### config.mk
export PLATFORM = sky130hd
export DESIGN_NAME = wnms_ctrl
export DESIGN_NICKNAME = d
export VERILOG_FILES = /design/src/rtl/core/wnms_pkg.sv /design/src/rtl/core/wnms_ctrl.sv
export SDC_FILE = /design/constraint.sdc
export NUM_CORES = 1
export LEC_CHECK = 0
export BUFFER_PORTS_ARGS = -buffer_cell sky130_fd_sc_hd__clkbuf_2
export CORE_AREA = 3 3 40 42
export DETAILED_ROUTE_END_ITERATION = 8
export DIE_AREA = 0 0 43 45
export SYNTH_ARGS = -nofsm -noshare
export SYNTH_HDL_FRONTEND = slang
export SYNTH_SLANG_ARGS = --single-unit
### constraint.sdc
create_clock -name clk -period 1.3 [get_ports clk]
set_input_delay 0.26 -clock clk [delete_from_list [all_inputs] [get_ports clk]]
set_output_delay 0.26 -clock clk [all_outputs]
set_load 0.01 [all_outputs]
### src/rtl/core/wnms_pkg.sv
// shared constants and controller/datapath interface types for window non-max suppression
package wnms_pkg;

	localparam int WINDOW     = 11;
	localparam int HALF_WIN   = WINDOW / 2;
	localparam int RING_ROWS  = 2 * HALF_WIN + 1;
	localparam int MAX_WIDTH  = 1024;
	localparam int MAX_HEIGHT = 1024;

	localparam int PIX_W     = 8;
	localparam int COL_W     = 10;
	localparam int ROW_W     = 10;
	localparam int SIZE_W    = 11;
	localparam int RING_W    = $clog2(RING_ROWS);
	localparam int CFG_IDX_W = 2;
	localparam int OUT_W     = 32;

	localparam logic [CFG_IDX_W-1:0] REG_WIDTH  = 2'd0;
	localparam logic [CFG_IDX_W-1:0] REG_HEIGHT = 2'd1;

	// commands from controller to datapath
	typedef struct packed {
		logic accept;
		logic init;
		logic rd;
		logic acc;
		logic emit;
	} dp_cmd_t;

	// status from datapath to controller
	typedef struct packed {
		logic has_run;
		logic col_end;
		logic row_end;
		logic run_last;
		logic out_free;
	} dp_stat_t;

endpackage

### src/rtl/core/wnms_ctrl.sv
// controller state machine sequencing writes, window sweeps and result emission
module wnms_ctrl (
	input  logic               clk,
	input  logic               arst_n,
	input  logic               req_valid,
	output logic               req_ready,
	input  wnms_pkg::dp_stat_t stat,
	output wnms_pkg::dp_cmd_t  cmd
);
	import wnms_pkg::*;

	typedef enum logic [2:0] {ST_IDLE, ST_INIT, ST_READ, ST_ACC, ST_EMIT} state_t;
	state_t state_q;

	// command decode
	always_comb begin
		req_ready  = (state_q == ST_IDLE);
		cmd        = '0;
		cmd.accept = (state_q == ST_IDLE) && req_valid;
		cmd.init   = (state_q == ST_INIT);
		cmd.rd     = (state_q == ST_READ);
		cmd.acc    = (state_q == ST_ACC);
		cmd.emit   = (state_q == ST_EMIT) && stat.out_free;
	end

	// state register
	always_ff @(posedge clk or negedge arst_n) begin
		if (!arst_n) begin
			state_q <= ST_IDLE;
		end else begin
			case (state_q)
				ST_IDLE: begin
					if (req_valid && stat.has_run) state_q <= ST_INIT;
				end
				ST_INIT: state_q <= ST_READ;
				ST_READ: state_q <= ST_ACC;
				ST_ACC: begin
					if (stat.col_end && stat.row_end) state_q <= ST_EMIT;
					else state_q <= ST_READ;
				end
				ST_EMIT: begin
					if (stat.out_free) state_q <= stat.run_last ? ST_IDLE : ST_INIT;
				end
				default: state_q <= ST_IDLE;
			endcase
		end
	end
endmodule

==> key figures <==
Status
  • Status: finished, violations left
  • Failing checks: negative setup slack

Floorplan
  • DIE HEIGHT: 45 microns
  • Die span in x: 43 microns
  • Die area: 1940 sq um
  • FP Rows: 13
  • Core area: 1280 sq um
  • Initial Utilization: 14.3%
  • Io pins: 14

Finish
  • Max FFs per register: 3
  • Post-layout nets: 47
  • Multi-input gate area: 100 sq um
  • Proportion of layout cells with a drive suffix above 1: 57.9%
  • Top Registers: state_q: 3 flops
  • Fin util: 25.0%
  • Antenna cells: 0
  • Area growth, synth to finish: 74.8%
  • Sequential standard cell area: 78.8 sq um
  • Fillers: 147
  • Largest register by flop count: state_q

STA
  • Setup violations, final: 4
  • Max-Slew Margin vs Limit: 81.6%
  • Setup Skew: 0.00120 ns
  • Final hold viol count: 0
  • Setup slack after layout: -0.0713 ns
  • Pin slew with the least headroom to its limit: 0.273 ns
  • Final min period: 1.37 ns
  • Fin. max-slew vios: 0
  • Unrepaired setup endpoints after global routing: yes
  • Hold Slack: 0.211 ns
  • Max Clk Rate: 729 MHz
  • Final period util: 105%

CTS
  • Root Buffer Master: clkbuf_4
  • CTS Sinks: 3
  • CTS Buffer Depth: 2
  • Clock slew at reported path FFs: 0.04 ns
  • CTS H-tree depth: 1
  • CTS tree: done
  • Num CTS Buffers: 3
  • Worst-Skew Late Latency: 0.23 ns

Logic synthesis
  • Synthesized area per cell: 9.68 sq um
  • Warnings from Yosys: 0
  • Library cells used by synthesis: 14
  • Seq cells post-synth: 3
  • Cell count after synthesis: 19
  • Sequential share of the synthesized area: 40.8%
  • Synth Cell Area: 184 sq um
  • Post-synthesis net count: 27

Setup path
  • Buffers & Inverters on Critical Path: 1
  • Critical Path Max Stage Delay: 0.43 ns
  • Worst-path maximum fanout: 6
  • Worst Setup End Kind: primary output
  • Crit-path slowest cell: dfrtp_2
  • Worst-path cell chain: nor3_2 -> and2_1 -> buf_2
  • WP data required: 1.04 ns
  • Crit path DAT: 1.11 ns
  • Critical path's top delay family: flip-flops
  • Critical path type: register to primary output
  • CP Launch Type: register

Global routing
  • GRT Util Overall: 7.01%
  • Overflow left after global routing: 0
  • First-pass GRT wire length: 897 microns
  • Vias in the first global route: 234
  • Initial antenna violation count: 0
  • Pin count of the biggest net entering global routing: 9

Route
  • Via count: 207
  • Final wirelength: 522 microns
  • Vias per cell: 3.91
  • Initial DRC Count: 2
  • Routed len/inst: 9.85 microns
  • DRT Pass-1 Iters: 3
  • DRC Markers: 0
  • Final ANT Viol Nets: 0

Place
  • Placer Congestion: 0.644
  • Port Buf Inserts: 13

Power and ir drop
  • Max IR drop VDD: 0.607 mV
  • Sequential fraction of design power: 31.1%
  • Total Power: 0.000640 W
  • Cell Int Power: 0.000405 W
  • Pwr dens: 1990 nW/um^2
  • Sw power: 0.000236 W
  • Logic pwr share: 43.7%
  • Sw Share: 36.8%
  • Leak pwr: 0.162 nW
  • Clock power share: 25.2%

Run
  • Max Cap Viol: 0

Min path
  • Worst min-delay path class: primary input to register
## final cells by class
type / instances / share of cell area [%]
sequential: 3 / 24.5
timing repair buffer: 17 / 29.2
tap: 15 / 5.84
multi-input combinational: 13 / 31.1
clock buffer: 4 / 8.17
inverter: 1 / 1.17
## metal layers
layer	vias up	share of wire, %	track usage, %	wire, microns
li1	109	-	-	-
met2	10	43	9.58	223
met4	0	4.2	9.04	22
met1	86	44	6.31	229
met5	-	0	0	0
met3	2	9.0	4.38	47
## repair_timing
item | 4_1_cts | 5_1_grt
setup buffers | 2 | 1
resized for setup | 3 | 4
endpoints found under the hold margin | 3 | 0
pin swaps | 2 | 0
endpoints found under the setup margin | 6 | 6
hold buffers | 1 | 0
## cells by family (layout without fill, tap and decap cells)
family / Yosys count / count (layout) / synth area share, %
DFF: 3 / 3 / 40.8
and+or+nand+nor: 10 / 10 / 39.5
buffers and inverters: 3 / 22 / 7.48
AOI/OAI and AO/OA: 3 / 3 / 12.2
## power by group through the flow
stage	sequential, W	combinational (W)	clock, W
after global routing	0.000207	0.000315	0.000176
after CTS	0.000200	0.000277	0.000170
after global placement	0.000208	0.000227	0
after detailed placement	0.000207	0.000227	0
final	0.000199	0.000280	0.000161
after floorplan	0.000143	0.000209	0
## worst reg2reg max path, stage by stage (launching register included)
cell     delay (ns)
dfrtp_2        0.43
buf_1          0.15
nor4b_1        0.33
a31o_1         0.14
## through the flow
| step | worst slack, ns | cell area, sq um | TNS [ns] | instances |
|---|---|---|---|---|
| 2_1_floorplan | 0.103 | 189 | 0 | 19 |
| 3_3_place_gp | 0.0963 | 263 | 0 | 45 |
| 3_5_place_dp | 0.104 | 263 | 0 | 45 |
| 4_1_cts | -0.109 | 314 | -0.225 | 52 |
| 5_1_grt | -0.118 | 322 | -0.499 | 53 |
| 6_report | -0.0713 | 322 | -0.137 | 53 |
## placed cells by master, fill, tap and decap left out, types with 2 or more instances in the layout
master    Yosys  routed
dfrtp_2       0       3
clkbuf_4      0       3
clkbuf_2      2       9
buf_2         0       4
buf_4         0       2
nor3b_1       2       2
## Yosys cell counts
library cell / n / area share (%)
nor3_1: 2 / 5.4
a31o_1: 1 / 4.8
nand4bb_1: 1 / 6.1
and4_1: 1 / 4.8
clkbuf_2: 2 / 5.4
o32ai_1: 1 / 4.8
nor4b_1: 1 / 4.8
and3b_1: 1 / 4.8
and2_1: 1 / 3.4
nor2_1: 1 / 2.0
nor3b_1: 2 / 8.2
dfrtp_1: 3 / 41
a21oi_1: 1 / 2.7
inv_1: 1 / 2.0
## path summary, 6_finish.rpt
path                                 start         end  slack (ns)  cells past startpoint
worst min-delay path               stat[1]  state_q[0]        0.21                      2
worst max-delay path            state_q[0]      cmd[4]       -0.07                      3
worst max register to register  state_q[0]  state_q[2]        0.19                      3
max in group asynchronous           arst_n  state_q[0]        0.81                      2
worst min register to register  state_q[2]  state_q[1]        0.53                      1
min in group asynchronous           arst_n  state_q[1]        0.37                      2
(Power assumes the default switching activity.)
